<file path="src/kcte_pkg.sv">
// ----------------------------------------------------------------------------
// kcte_pkg
// Shared types and constants for the keyframe curve track evaluator.
// ----------------------------------------------------------------------------
package kcte_pkg;

  localparam int MAX_KEYS = 16;
  localparam int KEY_AW   = $clog2(MAX_KEYS);
  localparam int KCNT_W   = 5;
  localparam int TIME_W   = 9;
  localparam int LEVEL_W  = 8;
  localparam int MS_W     = 16;
  localparam int FRAC_W   = 10;
  localparam int QUOT_W   = 10;
  localparam int STEP_W   = 4;
  localparam int PROD_W   = 19;

  localparam logic [TIME_W-1:0]   TIME_FULL = TIME_W'(256);
  localparam logic [FRAC_W:0]     FRAC_ONE  = (FRAC_W+1)'(1024);
  localparam logic [STEP_W-1:0]   U_STEPS   = STEP_W'(8);
  localparam logic [STEP_W-1:0]   F_STEPS   = STEP_W'(FRAC_W);

  localparam logic CMD_WRITE = 1'b0;
  localparam logic CMD_EVAL  = 1'b1;

  localparam logic [1:0] CFG_KEY_COUNT    = 2'd0;
  localparam logic [1:0] CFG_TRACK_START  = 2'd1;
  localparam logic [1:0] CFG_TRACK_LENGTH = 2'd2;

  typedef enum logic [2:0] {
    ST_IDLE,
    ST_MAP,
    ST_UDIV,
    ST_SEARCH,
    ST_FDIV,
    ST_MUL,
    ST_SUM,
    ST_FINISH
  } state_t;

  typedef struct packed {
    logic              start;
    logic [STEP_W-1:0] steps;
  } div_req_t;

  typedef struct packed {
    logic busy;
    logic done;
  } div_rsp_t;

endpackage

</file>
<file path="src/kcte_key_ram.sv">
// ----------------------------------------------------------------------------
// kcte_key_ram
// Keyframe table: one write port, one read port with registered read data.
// ----------------------------------------------------------------------------
module kcte_key_ram (
  input  logic                               clk,
  input  logic                               wr_en,
  input  logic [kcte_pkg::KEY_AW-1:0]        wr_addr,
  input  logic [kcte_pkg::TIME_W-1:0]        wr_time,
  input  logic [kcte_pkg::LEVEL_W-1:0]       wr_level,
  input  logic [kcte_pkg::KEY_AW-1:0]        rd_addr,
  output logic [kcte_pkg::TIME_W-1:0]        rd_time,
  output logic [kcte_pkg::LEVEL_W-1:0]       rd_level
);

  logic [kcte_pkg::TIME_W+kcte_pkg::LEVEL_W-1:0] mem [kcte_pkg::MAX_KEYS];
  logic [kcte_pkg::TIME_W+kcte_pkg::LEVEL_W-1:0] rd_data_r;

  always_ff @(posedge clk) begin
    if (wr_en) begin
      mem[wr_addr] <= {wr_time, wr_level};
    end
    rd_data_r <= mem[rd_addr];
  end

  assign rd_time  = rd_data_r[kcte_pkg::TIME_W+kcte_pkg::LEVEL_W-1:kcte_pkg::LEVEL_W];
  assign rd_level = rd_data_r[kcte_pkg::LEVEL_W-1:0];

endmodule

</file>
<file path="src/kcte_div.sv">
// ----------------------------------------------------------------------------
// kcte_div
// Serial restoring divider, one quotient bit per cycle. The remainder is
// preloaded below the divisor, so only the fraction bits are produced.
// ----------------------------------------------------------------------------
module kcte_div (
  input  logic                              clk,
  input  logic                              rst_n,
  input  kcte_pkg::div_req_t                req,
  input  logic [kcte_pkg::MS_W-1:0]         rem_init,
  input  logic [kcte_pkg::MS_W-1:0]         divisor,
  output kcte_pkg::div_rsp_t                rsp,
  output logic [kcte_pkg::QUOT_W-1:0]       quot
);

  logic [kcte_pkg::MS_W:0]          rem_r, rem_nxt;
  logic [kcte_pkg::MS_W-1:0]        div_r;
  logic [kcte_pkg::QUOT_W-1:0]      quot_r, quot_nxt;
  logic [kcte_pkg::STEP_W-1:0]      cnt_r;
  logic                             busy_r, done_r;
  logic [kcte_pkg::MS_W:0]          rem_sh;

  always_comb begin
    rem_sh = {rem_r[kcte_pkg::MS_W-1:0], 1'b0};
    if (rem_sh >= {1'b0, div_r}) begin
      rem_nxt  = rem_sh - {1'b0, div_r};
      quot_nxt = {quot_r[kcte_pkg::QUOT_W-2:0], 1'b1};
    end else begin
      rem_nxt  = rem_sh;
      quot_nxt = {quot_r[kcte_pkg::QUOT_W-2:0], 1'b0};
    end
  end

  always_ff @(posedge clk) begin
    if (!rst_n) begin
      busy_r <= 1'b0;
      done_r <= 1'b0;
      cnt_r  <= '0;
    end else begin
      done_r <= 1'b0;
      if (req.start) begin
        busy_r <= 1'b1;
        cnt_r  <= req.steps;
      end else if (busy_r) begin
        cnt_r <= cnt_r - 1'b1;
        if (cnt_r == kcte_pkg::STEP_W'(1)) begin
          busy_r <= 1'b0;
          done_r <= 1'b1;
        end
      end
    end
  end

  always_ff @(posedge clk) begin
    if (req.start) begin
      rem_r  <= {1'b0, rem_init};
      div_r  <= divisor;
      quot_r <= '0;
    end else if (busy_r) begin
      rem_r  <= rem_nxt;
      quot_r <= quot_nxt;
    end
  end

  assign rsp.busy = busy_r;
  assign rsp.done = done_r;
  assign quot     = quot_r;

endmodule

</file>
<file path="src/keyframe_curve_track_evaluator_top.sv">
// ----------------------------------------------------------------------------
// keyframe_curve_track_evaluator_top
// Evaluates a piecewise linear intensity curve over a keyframe table.
// ----------------------------------------------------------------------------
// Usage:
//   Input channel (in_valid / in_stall): a write item (command 0) stores
//   key_time and key_level in slot key_slot and gives no result; an
//   evaluate item (command 1) gives one out_level for query_time.
//   Output channel (out_valid / out_stall): one item per evaluate, in order.
//   cfg_we / cfg_index / cfg_data set keyframe count, track start and track
//   length; write them only while the block is idle.
// Evaluate sequence:
//   An interpolated evaluate, once accepted, runs an 8-step divider pass
//   to map the time, reads the table one keyframe per cycle (1 to 16 are
//   walked), runs a 10-step pass for the fraction and mixes the levels in
//   the multiply and sum states. Clamped times skip the first pass; times
//   on or before the first key, past the last key or exactly on a key skip
//   the second pass and the mix. One evaluate is in flight at a time;
//   in_stall is high until its level is loaded into the output register.
// Reset: rst_n (synchronous, active low) clears state and config and empties
//   the output. The keyframe table is not cleared and must be written first.
// Stall: a finished level waits in the output register; the block keeps
//   taking items, but the next evaluate holds its result until it is taken.
// ----------------------------------------------------------------------------
module keyframe_curve_track_evaluator_top (
  input  logic        clk,
  input  logic        rst_n,
  input  logic        in_valid,
  output logic        in_stall,
  input  logic        in_command,
  input  logic [3:0]  in_key_slot,
  input  logic [8:0]  in_key_time,
  input  logic [7:0]  in_key_level,
  input  logic [15:0] in_query_time,
  output logic        out_valid,
  input  logic        out_stall,
  output logic [7:0]  out_level,
  input  logic        cfg_we,
  input  logic [1:0]  cfg_index,
  input  logic [15:0] cfg_data
);

  kcte_pkg::state_t state_r, state_nxt;

  logic [kcte_pkg::KCNT_W-1:0]  count_r;
  logic [kcte_pkg::MS_W-1:0]    start_r;
  logic [kcte_pkg::MS_W-1:0]    length_r;

  logic [kcte_pkg::MS_W-1:0]    t_r;
  logic [kcte_pkg::TIME_W-1:0]  u_r;
  logic [kcte_pkg::KEY_AW-1:0]  idx_r;
  logic [kcte_pkg::TIME_W-1:0]  tp_r;
  logic [kcte_pkg::LEVEL_W-1:0] lp_r;
  logic [kcte_pkg::LEVEL_W-1:0] ln_r;
  logic [kcte_pkg::PROD_W-1:0]  p0_r, p1_r;
  logic [kcte_pkg::LEVEL_W-1:0] level_r;
  logic                         out_valid_r;
  logic [kcte_pkg::LEVEL_W-1:0] out_level_r;

  logic                         in_acc, wr_acc, eval_acc;
  logic                         out_free;
  logic [kcte_pkg::KCNT_W-1:0]  n_eff;
  logic [kcte_pkg::MS_W:0]      end_time;
  logic                         before_start, after_end;
  logic                         found, last_key, direct_hit;
  logic [kcte_pkg::KEY_AW-1:0]  rd_addr;
  logic [kcte_pkg::TIME_W-1:0]  rd_time;
  logic [kcte_pkg::LEVEL_W-1:0] rd_level;
  kcte_pkg::div_req_t           div_req;
  kcte_pkg::div_rsp_t           div_rsp;
  logic [kcte_pkg::MS_W-1:0]    div_rem, div_divisor;
  logic [kcte_pkg::QUOT_W-1:0]  div_quot;
  logic [kcte_pkg::FRAC_W:0]    frac_inv;
  logic [kcte_pkg::PROD_W:0]    mix_sum;

  assign in_acc   = in_valid && !in_stall;
  assign wr_acc   = in_acc && (in_command == kcte_pkg::CMD_WRITE)
                    && (32'(in_key_slot) < kcte_pkg::MAX_KEYS);
  assign eval_acc = in_acc && (in_command == kcte_pkg::CMD_EVAL);
  assign out_free = !out_valid_r || !out_stall;

  assign n_eff = (32'(count_r) > kcte_pkg::MAX_KEYS) ?
                 kcte_pkg::KCNT_W'(kcte_pkg::MAX_KEYS) : count_r;

  assign end_time     = {1'b0, start_r} + {1'b0, length_r};
  assign before_start = t_r < start_r;
  assign after_end    = {1'b0, t_r} >= end_time;

  assign found      = rd_time >= u_r;
  assign last_key   = (kcte_pkg::KCNT_W'(idx_r) + kcte_pkg::KCNT_W'(1)) == n_eff;
  // first key, or exactly on a key: no interpolation needed
  assign direct_hit = (idx_r == '0) || (rd_time == u_r);

  assign frac_inv = kcte_pkg::FRAC_ONE - {1'b0, div_quot};
  assign mix_sum  = {1'b0, p0_r} + {1'b0, p1_r};

  // next state
  always_comb begin
    state_nxt = state_r;
    unique case (state_r)
      kcte_pkg::ST_IDLE: begin
        if (eval_acc) state_nxt = kcte_pkg::ST_MAP;
      end
      kcte_pkg::ST_MAP: begin
        if (n_eff == '0) state_nxt = kcte_pkg::ST_FINISH;
        else if (before_start || after_end) state_nxt = kcte_pkg::ST_SEARCH;
        else state_nxt = kcte_pkg::ST_UDIV;
      end
      kcte_pkg::ST_UDIV: begin
        if (div_rsp.done) state_nxt = kcte_pkg::ST_SEARCH;
      end
      kcte_pkg::ST_SEARCH: begin
        if (found) begin
          state_nxt = direct_hit ? kcte_pkg::ST_FINISH : kcte_pkg::ST_FDIV;
        end else if (last_key) begin
          state_nxt = kcte_pkg::ST_FINISH;
        end
      end
      kcte_pkg::ST_FDIV: begin
        if (div_rsp.done) state_nxt = kcte_pkg::ST_MUL;
      end
      kcte_pkg::ST_MUL:    state_nxt = kcte_pkg::ST_SUM;
      kcte_pkg::ST_SUM:    state_nxt = kcte_pkg::ST_FINISH;
      kcte_pkg::ST_FINISH: begin
        if (out_free) state_nxt = kcte_pkg::ST_IDLE;
      end
      default: state_nxt = kcte_pkg::ST_IDLE;
    endcase
  end

  // state outputs
  always_comb begin
    in_stall      = 1'b1;
    rd_addr       = '0;
    div_req.start = 1'b0;
    div_req.steps = kcte_pkg::U_STEPS;
    div_rem       = t_r - start_r;
    div_divisor   = length_r;
    unique case (state_r)
      kcte_pkg::ST_IDLE: in_stall = 1'b0;
      kcte_pkg::ST_MAP: begin
        div_req.start = (n_eff != '0) && !before_start && !after_end;
      end
      kcte_pkg::ST_SEARCH: begin
        // data for idx_r is on the read port; fetch the following key
        rd_addr       = idx_r + 1'b1;
        div_req.start = found && !direct_hit;
        div_req.steps = kcte_pkg::F_STEPS;
        div_rem       = kcte_pkg::MS_W'(u_r - tp_r);
        div_divisor   = kcte_pkg::MS_W'(rd_time - tp_r);
      end
      default: ;
    endcase
  end

  always_ff @(posedge clk) begin
    if (!rst_n) begin
      state_r     <= kcte_pkg::ST_IDLE;
      count_r     <= '0;
      start_r     <= '0;
      length_r    <= '0;
      out_valid_r <= 1'b0;
    end else begin
      state_r <= state_nxt;
      if (cfg_we) begin
        case (cfg_index)
          kcte_pkg::CFG_KEY_COUNT:    count_r  <= cfg_data[kcte_pkg::KCNT_W-1:0];
          kcte_pkg::CFG_TRACK_START:  start_r  <= cfg_data;
          kcte_pkg::CFG_TRACK_LENGTH: length_r <= cfg_data;
          default: ;
        endcase
      end
      if (state_r == kcte_pkg::ST_FINISH && out_free) begin
        out_valid_r <= 1'b1;
      end else if (!out_stall) begin
        out_valid_r <= 1'b0;
      end
    end
  end

  // datapath
  always_ff @(posedge clk) begin
    if (eval_acc) t_r <= in_query_time;
    if (state_r == kcte_pkg::ST_FINISH && out_free) out_level_r <= level_r;
    case (state_r)
      kcte_pkg::ST_MAP: begin
        idx_r   <= '0;
        level_r <= '0;
        if (before_start) u_r <= '0;
        else              u_r <= kcte_pkg::TIME_FULL;
      end
      kcte_pkg::ST_UDIV: begin
        idx_r <= '0;
        if (div_rsp.done) u_r <= kcte_pkg::TIME_W'(div_quot);
      end
      kcte_pkg::ST_SEARCH: begin
        if (found) begin
          ln_r    <= rd_level;
          level_r <= rd_level;
        end else begin
          tp_r    <= rd_time;
          lp_r    <= rd_level;
          level_r <= rd_level;
          idx_r   <= idx_r + 1'b1;
        end
      end
      kcte_pkg::ST_MUL: begin
        p0_r <= kcte_pkg::PROD_W'(lp_r) * kcte_pkg::PROD_W'(frac_inv);
        p1_r <= kcte_pkg::PROD_W'(ln_r) * kcte_pkg::PROD_W'(div_quot);
      end
      kcte_pkg::ST_SUM: begin
        level_r <= mix_sum[kcte_pkg::FRAC_W +: kcte_pkg::LEVEL_W];
      end
      default: ;
    endcase
  end

  kcte_key_ram u_key_ram (
    .clk      (clk),
    .wr_en    (wr_acc),
    .wr_addr  (kcte_pkg::KEY_AW'(in_key_slot)),
    .wr_time  (in_key_time),
    .wr_level (in_key_level),
    .rd_addr  (rd_addr),
    .rd_time  (rd_time),
    .rd_level (rd_level)
  );

  kcte_div u_div (
    .clk      (clk),
    .rst_n    (rst_n),
    .req      (div_req),
    .rem_init (div_rem),
    .divisor  (div_divisor),
    .rsp      (div_rsp),
    .quot     (div_quot)
  );

  assign out_valid = out_valid_r;
  assign out_level = out_level_r;

endmodule

</file>
<file path="config.mk">
export PLATFORM = sky130hd
export DESIGN_NAME = keyframe_curve_track_evaluator_top
export DESIGN_NICKNAME = d
export VERILOG_FILES = /design/src/kcte_pkg.sv /design/src/kcte_key_ram.sv /design/src/kcte_div.sv /design/src/keyframe_curve_track_evaluator_top.sv
export SDC_FILE = /design/constraint.sdc
export NUM_CORES = 1
export LEC_CHECK = 0
export BUFFER_PORTS_ARGS = -buffer_cell sky130_fd_sc_hd__clkbuf_2
export CORE_ASPECT_RATIO = 0.6
export CORE_MARGIN = 2
export CORE_UTILIZATION = 40
export DETAILED_ROUTE_END_ITERATION = 16
export GPL_TIMING_DRIVEN = 0
export PLACE_DENSITY = 0.59
export SYNTH_ARGS = -nofsm -noshare
export SYNTH_HDL_FRONTEND = slang
export SYNTH_SLANG_ARGS = --single-unit
</file>
<file path="constraint.sdc">
create_clock -name clk -period 11.97 [get_ports clk]
set_input_delay 1.197 -clock clk [delete_from_list [all_inputs] [get_ports clk]]
set_output_delay 1.197 -clock clk [all_outputs]
set_load 0.1 [all_outputs]
</file>
==> results.cfg, run 1 <==
[timing]
max_slew.worst_pin.slew_ns = 1.21
period_share_pct = 53.0
fin_tns_setup_ns = 0
maxSlewHeadroom_pct = 19.6
finalHoldViolCount = 0
drv_slew = 0
fin_crit_ns = 6.35
final-setup-viol-count = 0
fin_ws_ns = 5.62
fmax_mhz = 158
rsz0062_at_grt = false
clock-skew-final_ns = 0.0482

[yosys]
yosys-top-cells-count = edfxtp_1 (410), inv_1 (220), nand2_1 (212)
synth_cells = 2334
synth-xor-area-share_pct = 2.96
syn_area_mm2 = 0.0276
synth_compound_gate_area_share_pct = 11.0
yosys.area_share.simple_pct = 10.4
synth-async-reset-ratio_pct = 0
yosys_register_bits = 484
synthesis.nets = 2688
synth_top_cell_by_area = edfxtp_1
synth_edf_count = 410
synth-main-ff-cell = edfxtp_1
synth_mux_area_share_pct = 4.93
synth_warnings = 0
synth_top_family_by_area = adder cells
synthAdderAreaFrac_pct = 16.2
yosysUniqueCellTypes = 82
yosysSeqAreaShare_pct = 50.0
avgSynthCellArea_um2 = 11.8
yosysMostFrequentCell = edfxtp_1
netlist.area_leader.share_pct = 44.7
synth_top_cells_by_area = edfxtp_1 (45%), ha_1 (8.5%), fa_1 (7.7%)

[floorplanning]
die_h_um = 207
die-area_mm2 = 0.0711
rows = 74
initial_core_util_pct = 40.4
coreArea_mm2 = 0.0681
die_width_um = 343
pin_count = 71

[critical_path]
cp.arrival_ns = 6.70
cp-start-kind = flop
crit_start = u_div.quot[0]
crit_type = flop to flop
worstPathRequired_ns = 12.32
reg2reg_depth = 20
cp_max_fo = 10
end_kind = flop
r2r_start = u_div.quot[0]

[clocking]
clk_latency_ns = 0.62
cts_tree = yes
clk_pin_slew_ns = 0.06
ctsHtreeMaxLevel = 2
clock-sinks = 484
numCtsBuffers = 48
postCtsResizedCells = 0
clockRootBuffer = clkbuf_16
post_cts_buffers = 0
ctsHoldBuffers = 0
cts_buffer_depth = 3

[global_route]
antenna_found_initial = 2
gr-usage-all-layers_pct = 20.2
grt_max_degree = 25
grt_pass1_vias = 18400
grt_pass1_wl_um = 110000
overflow = 0

[min_path]
hold_depth = 0
hold_class = flop to flop
min_from = level_r[6]

[drt]
antenna_left = 0
vias_per_cell = 5.43
m1WireLength_um = 36100
dr.first_iter.drc_count = 1864
dr.pass1.iters = 5
top_layer_used = met5
wl_per_cell_um = 20.8
dr_wl_met2_um = 28500
vias = 18600
dr_wl_met3_um = 5330
drc = 0
drt-total-wl_um = 71100

[job]
cap_violations = 0

[placement]
pre_cts_slack_ns = 5.57
hpwl_um = 54100
io_buffers = 70
place.gp.congestion = 0.909

[layout]
synthToLayoutAreaGrowth_pct = 12.4
n_antenna_cell = 0
final_layout_size_suffix_gt1_share_pct = 10.2
layout.nets = 2825

[run_status]
outcome = finished, final reports clean
registers in the layout, indices dropped and copies added, names as in the netlist, 5 cells and up:
signal,count
u_key_ram.mem,272
p0_r,18
p1_r,18
u_key_ram.rd_data_r,17
length_r,16
start_r,16
t_r,16
u_div.div_r,16
u_div.rem_r,16
u_div.quot,10
tp_r,9
u_r,9
level_r,8
ln_r,8
lp_r,8
out_level,8
count_r,5
layer usage:
metal / vias to the layer above / track usage (%)
li1: 8665 / -
met4: 4 / 4.05
met1: 9227 / 32.7
met2: 579 / 27.9
met3: 90 / 3.46
met5: - / 0
worst paths after layout:
kind / end / slack [ns]
worst min-delay path: out_level[6] / 0.42
worst max-delay path: p0_r[16] / 5.62
worst max register to register: p0_r[16] / 5.62
worst min register to register: out_level[6] / 0.42
placed cells by master, fill, tap and decap left out, types with 49 or more instances in the layout:
cell         n
nand2_1    212
o21ai_0     75
inv_1      220
dfxtp_1     74
nor2_1      71
clkbuf_1    81
xnor2_1     60
fa_1       106
clkbuf_2    70
clkbuf_16   49
ha_1       187
and2_1     120
a21oi_1    142
edfxtp_1   410
mux2i_1     65
o22ai_1     51
cells by family after synthesis:
logic type | count (synthesis)
fa+ha+maj | 293
mux | 100
xor+xnor | 91
flops | 484
simple gates | 579
compound gates | 469
buf+inv | 318
final cells by class:
class / count / area [um^2]
Multi-Input combinational cell: 1532 / 12600
Tap cell: 912 / 1140
Fill cell: 6235 / 37200
Timing Repair Buffer: 87 / 638
Clock buffer: 59 / 1270
Clock inverter: 29 / 317
Inverter: 223 / 837
Sequential cell: 484 / 13800
Buffer: 95 / 395
worst max-delay path, cell delays in order, from the launching register on:
cell and delay [ns]:
dfxtp_1 0.38, clkbuf_1 0.45, inv_1 0.18, ha_1 0.27
or3b_4 0.30, nor3_1 0.07, xnor2_1 0.59, and2_1 0.25
fa_1 0.44, fa_1 0.48, fa_1 0.56, inv_1 0.06
fa_1 0.53, inv_1 0.04, ha_1 0.36, and2_1 0.20
a31oi_1 0.20, o211a_1 0.31, o31ai_1 0.11, a21o_1 0.19
xor2_1 0.14
metrics by stage:
stage	cells	cell area [um^2]	utilization, %	hold slack [ns]
floorplan	2334	27600	-	0.400
global placement	3316	29100	42.6	0.410
detailed placement	3333	29400	43.1	0.407
CTS	3421	31000	45.5	0.421
global route	3421	31000	45.5	0.436
finish	3421	31000	45.5	0.420
Power of run 1 is not shown: default switching activity piles up to over one toggle a cycle in this logic, so the estimate is an artifact.
==> inputs of run 2 (changes only) <==
ABC_AREA = 1   (was default)
PLACE_DENSITY = 0.61   (was 0.59)
clock period = 5.5 ns   (was 11.97 ns; I/O delays follow)
==> results.cfg, run 2 <==
[yosys]
yosys_register_bits = 484
synth_warnings = 0
yosysSeqAreaShare_pct = 49.3
yosys-top-cells-count = nand2_1 (569), edfxtp_1 (410), inv_1 (407)
synth-main-ff-cell = edfxtp_1
synth_top_cells_by_area = edfxtp_1 (44%), ha_1 (8.4%), nand2_1 (7.6%)
synthesis.nets = 3223
synth_top_family_by_area = adder cells
synth-async-reset-ratio_pct = 0
syn_area_mm2 = 0.0280
synth_top_cell_by_area = edfxtp_1
yosysMostFrequentCell = nand2_1
synth_compound_gate_area_share_pct = 10.7
netlist.area_leader.share_pct = 44.0
yosys.area_share.simple_pct = 14.4
yosysUniqueCellTypes = 50
synth_mux_area_share_pct = 0
avgSynthCellArea_um2 = 9.75
synth_edf_count = 410
synthAdderAreaFrac_pct = 16.0
synth_cells = 2869
synth-xor-area-share_pct = 2.41

[critical_path]
path_common_cell = nand2_1
end_kind = flop
cp.arrival_ns = 5.67
worstPathBufferInverterCount = 5
r2r_start = u_div.quot[0]
cpLargestDelayFamily = adder cells
cp_max_fo = 10
reg2reg_slack_ns = 0.26
worstPathRequired_ns = 5.93
cp-start-kind = flop
crit_cells = 25
max_stage_delay_ns = 0.54
crit_slowest_cell = fa_1
reg2reg_depth = 25
crit_type = flop to flop
rr_endpoint = p0_r[15]

[timing]
fin_crit_ns = 5.24
period_share_pct = 95.2
clock-skew-final_ns = 0.0655
final-setup-viol-count = 0
holdWs_ns = 0.120
drv_slew = 0
fmax_mhz = 191
max_slew.worst_pin.slew_ns = 1.23
maxSlewHeadroom_pct = 17.0
fin_ws_ns = 0.264
finalHoldViolCount = 0
rsz0062_at_grt = true

[clocking]
cts_tree = yes
clk_pin_slew_ns = 0.06
clockRootBuffer = clkbuf_16
clk_latency_ns = 0.65
ctsHtreeMaxLevel = 2
cts_buffer_depth = 3
numCtsBuffers = 48
clock-sinks = 484

[placement]
hpwl_um = 61300
pre_cts_slack_ns = -0.644
io_buffers = 69
place.gp.congestion = 0.973

[drt]
drt-total-wl_um = 80600
wl_per_cell_um = 20.3
dr.pass1.iters = 6
dr.first_iter.drc_count = 2653
antenna_left = 0
vias_per_cell = 5.30
vias = 21100
drc = 0

[min_path]
hold_class = input pin to flop
holdPathEnd = t_r[12]
min_from = in_query_time[12]
hold_depth = 1

[layout]
n_antenna_cell = 0
synthToLayoutAreaGrowth_pct = 14.1
final_common_cell = nand2_1
final_layout_size_suffix_gt1_share_pct = 9.86
layout.nets = 3366
biggestRegsByFlops = u_key_ram.mem x272, p0_r x18, p1_r x18
final_cell_mix = nand2_1 (564), edfxtp_1 (410), inv_1 (401)
largest_reg_flops = 272
regMostFlops = u_key_ram.mem
postLayoutCoreUtil_pct = 45.9

[run_status]
outcome = finished, final reports clean

[floorplanning]
initial_core_util_pct = 40.2
rows = 75
die_width_um = 345
die_h_um = 209
pin_count = 71
die-area_mm2 = 0.0721
coreArea_mm2 = 0.0695

[global_route]
gr-usage-all-layers_pct = 22.4
grtUsageMet1_pct = 36.0
met3_usage_pct = 7.06
grt_max_degree = 26
grt_pass1_wl_um = 122000
grt_pass1_vias = 20100
met2_usage_pct = 28.7
grt.busiest_layer = met1
overflow = 0
antenna_found_initial = 1

[job]
cap_violations = 0
==> run 2: kinds of logic after synthesis <==
| logic type | after synthesis |
|---|---|
| xor+xnor | 77 |
| compound gates | 523 |
| flops | 484 |
| simple gates | 982 |
| buf+inv | 510 |
| fa+ha+maj | 293 |
==> run 2: cell type report <==
| class | instances | area, um^2 |
|---|---|---|
| timing repair buffer | 95 | 738 |
| inverter | 412 | 1550 |
| clock buffer | 67 | 1390 |
| buffer | 96 | 457 |
| sequential | 484 | 13800 |
| clock inverter | 23 | 277 |
| fill | 6503 | 37600 |
| multi-input combinational | 1875 | 12600 |
| tap | 924 | 1160 |
==> run 2: layer usage <==
layer  wire [um]  up-vias
li1            -     9984
met1       39600    10100
met2       29800      914
met3        9990       88
met4        1200        2
met5          13        -
==> run 2: metrics by stage <==
step	cells	area, um^2	setup TNS (ns)
final	3976	31900	0
after global routing	3976	31900	-0.0822
after CTS	3973	31600	0
after detailed placement	3881	29800	-2.97
after global placement	3862	29500	-2.90
after floorplan	2869	28000	0
==> run 2: what timing repair did <==
action	CTS	global route
buffers inserted	4	3
hold buffers	0	0
gates resized for setup	30	53
endpoints found under the setup margin	9	6
pin swaps	4	21
==> run 2: worst max path at each step <==
stage	start	endpoint	slack [ns]
after detailed placement	u_div.quot[1]	p0_r[15]	-0.64
after global placement	u_div.quot[1]	p0_r[15]	-0.62
after global routing	u_div.quot[1]	p0_r[17]	-0.06
final	u_div.quot[0]	p0_r[15]	0.26
after floorplan	u_div.quot[1]	p0_r[14]	0.52
after CTS	u_div.quot[1]	p0_r[17]	0.005
Power of run 2 is left out for the same reason.
==> inputs of run 3 (changes only) <==
CELL_PAD_IN_SITES_DETAIL_PLACEMENT = 0   (was default)
CELL_PAD_IN_SITES_GLOBAL_PLACEMENT = 1   (was default)
CORE_MARGIN = 1   (was 2)
PLACE_DENSITY = 0.73   (was 0.61)
==> results.cfg, run 3 (synthesized netlist as in run 2, its figures left out) <==
[run_status]
outcome = finished, final reports clean

[drt]
vias = 21400
dr.pass1.iters = 6
wl_per_cell_um = 21.0
vias_per_cell = 5.41
dr.first_iter.drc_count = 2446
drt-total-wl_um = 83200
drc = 0
antenna_left = 0

[global_route]
grt_max_degree = 36
antenna_found_initial = 4
overflow = 0
gr-usage-all-layers_pct = 23.9
grt_pass1_wl_um = 125000
grt_pass1_vias = 20600

[placement]
dpl_cell_area_mm2 = 0.0299
place.gp.congestion = 0.924
hpwl_um = 65400
pre_cts_slack_ns = -0.447
placedCellCount = 3869
io_buffers = 69

[layout]
n_antenna_cell = 0
layout.nets = 3361
final-seq-area_mm2 = 0.0138
fin_cells = 3957
regMostFlops = u_key_ram.mem
final_cell_mix = nand2_1 (566), edfxtp_1 (410), inv_1 (404)
fin_area_mm2 = 0.0316
biggestRegsByFlops = u_key_ram.mem x272, p0_r x18, p1_r x18
synthToLayoutAreaGrowth_pct = 13.1
multi_input_comb_area_mm2 = 0.0124
final_common_cell = nand2_1
final_layout_size_suffix_gt1_share_pct = 9.00
largest_reg_flops = 272
nFillCells = 6417

[timing]
fin_crit_ns = 5.31
finalHoldViolCount = 0
maxSlewHeadroom_pct = 14.6
fmax_mhz = 188
period_share_pct = 96.6
fin_ws_ns = 0.186
clock-skew-final_ns = 0.0699
drv_slew = 0
final-setup-viol-count = 0
max_slew.worst_pin.slew_ns = 1.27

[floorplanning]
coreArea_mm2 = 0.0686
die_width_um = 343
die-area_mm2 = 0.0710
die_h_um = 207
initial_core_util_pct = 40.8
rows = 74
pin_count = 71

[pwr]
irDropWorstVdd_mv = 1.85
power_density_mw_per_mm2 = 710
p_int_uw = 11900
power_switching_uw = 10600
p_leak_uw = 0.0134
swShare_pct = 47.1
p_seq_share_pct = 23.1
p_comb_share_pct = 62.5
clkPwrFrac_pct = 14.4

[clocking]
clk_pin_slew_ns = 0.07
clockRootBuffer = clkbuf_16
cts_buffer_depth = 3
ctsHoldBuffers = 0
cts_tree = yes
ctsHtreeMaxLevel = 2
clk_latency_ns = 0.65
numCtsBuffers = 46
clock-sinks = 484

[critical_path]
rr_endpoint = p0_r[14]
cp-start-kind = flop
crit_type = flop to flop
cp.arrival_ns = 5.68
cp_max_fo = 10
reg2reg_slack_ns = 0.19
path_common_cell = fa_1
r2r_start = u_div.quot[0]
crit_chain = nor3_2 > nand4_1 > nor2_2 > xor2_2 > inv_2 > nor2_1 > fa_1 > fa_1 > fa_1 > inv_1 > fa_1 > inv_1 > ha_2 > a21oi_2 > nand2_1 > a21oi_2 > o21bai_1 > a21oi_2 > o21ai_1 > xor2_1
end_kind = flop
max_stage_delay_ns = 0.54
crit_slowest_cell = fa_1
reg2reg_depth = 20
worstPathRequired_ns = 5.86

[job]
cap_violations = 0

[min_path]
hold_class = input pin to flop
hold_depth = 1
holdPathEnd = t_r[10]
min_from = in_query_time[10]
==> run 3: power by group through the flow <==
stage	clock network (uW)	registers [uW]	logic, uW
finish	3230	5180	14000
global route	3410	5210	16100
CTS	3280	5170	13200
detailed placement	0	5230	12900
global placement	0	5230	12800
floorplan	0	5150	9600
==> run 3: critical path, delay by kind of cell, from the launching register on <==
kind / cells / cell delay (ns)
adder cells (fa/ha/maj): 5 / 2.30
AO/OA/AOI/OAI: 5 / 0.75
XOR/XNOR: 2 / 0.40
flip-flops: 1 / 0.40
AND/OR/NAND/NOR: 5 / 0.95
buffers and inverters: 3 / 0.23
==> run 3: area by class of cell <==
type / count / share of cell area (%)
well taps: 912 / 3.61
repair buffers: 92 / 2.39
multi-input cells: 1875 / 39.2
clock inverters: 23 / 0.708
plain buffers: 96 / 1.44
flip-flops and latches: 484 / 43.6
inverters: 412 / 4.91
clock buffers: 63 / 4.14
==> run 3: worst max-delay path by stage <==
| stage | from | endpoint | slack, ns | cells past startpoint |
|---|---|---|---|---|
| after floorplan | u_div.quot[1] | p0_r[14] | 0.52 | 22 |
| after global placement | u_div.quot[1] | p0_r[14] | -0.37 | 20 |
| after detailed placement | u_div.quot[0] | p0_r[14] | -0.45 | 21 |
| after CTS | u_div.quot[0] | p0_r[14] | 0.006 | 20 |
| after global routing | u_div.quot[0] | p0_r[14] | -0.05 | 23 |
| final | u_div.quot[0] | p0_r[14] | 0.19 | 20 |
==> run 3: timing repair <==
action / CTS / global route
endpoints found under the setup margin: 8 / 7
resized for setup: 15 / 35
setup buffers: 0 / 4
pin swaps: 2 / 5
==> run 3: per-layer routing <==
metal  routed length [um]  up-vias  global-route usage (%)
li1                     -     9964                       -
met1                40700    10400                    37.8
met2                30800      923                    31.0
met3                10600       78                    8.14
met4                 1070        0                    4.02
met5                    0        -                       0
==> run 3: through the flow <==
stage               TNS (ns)  total power [uW]  util, %  hold slack (ns)
floorplan                  0             14800        -            0.400
global route         -0.0533             24700     46.1           0.0884
finish                     0             22400     46.1            0.122
global placement       -1.71             18000     42.9            0.404
CTS                        0             21600     45.8           0.0861
detailed placement     -1.93             18200     43.5            0.409
Power figures use the tool's default switching activity.
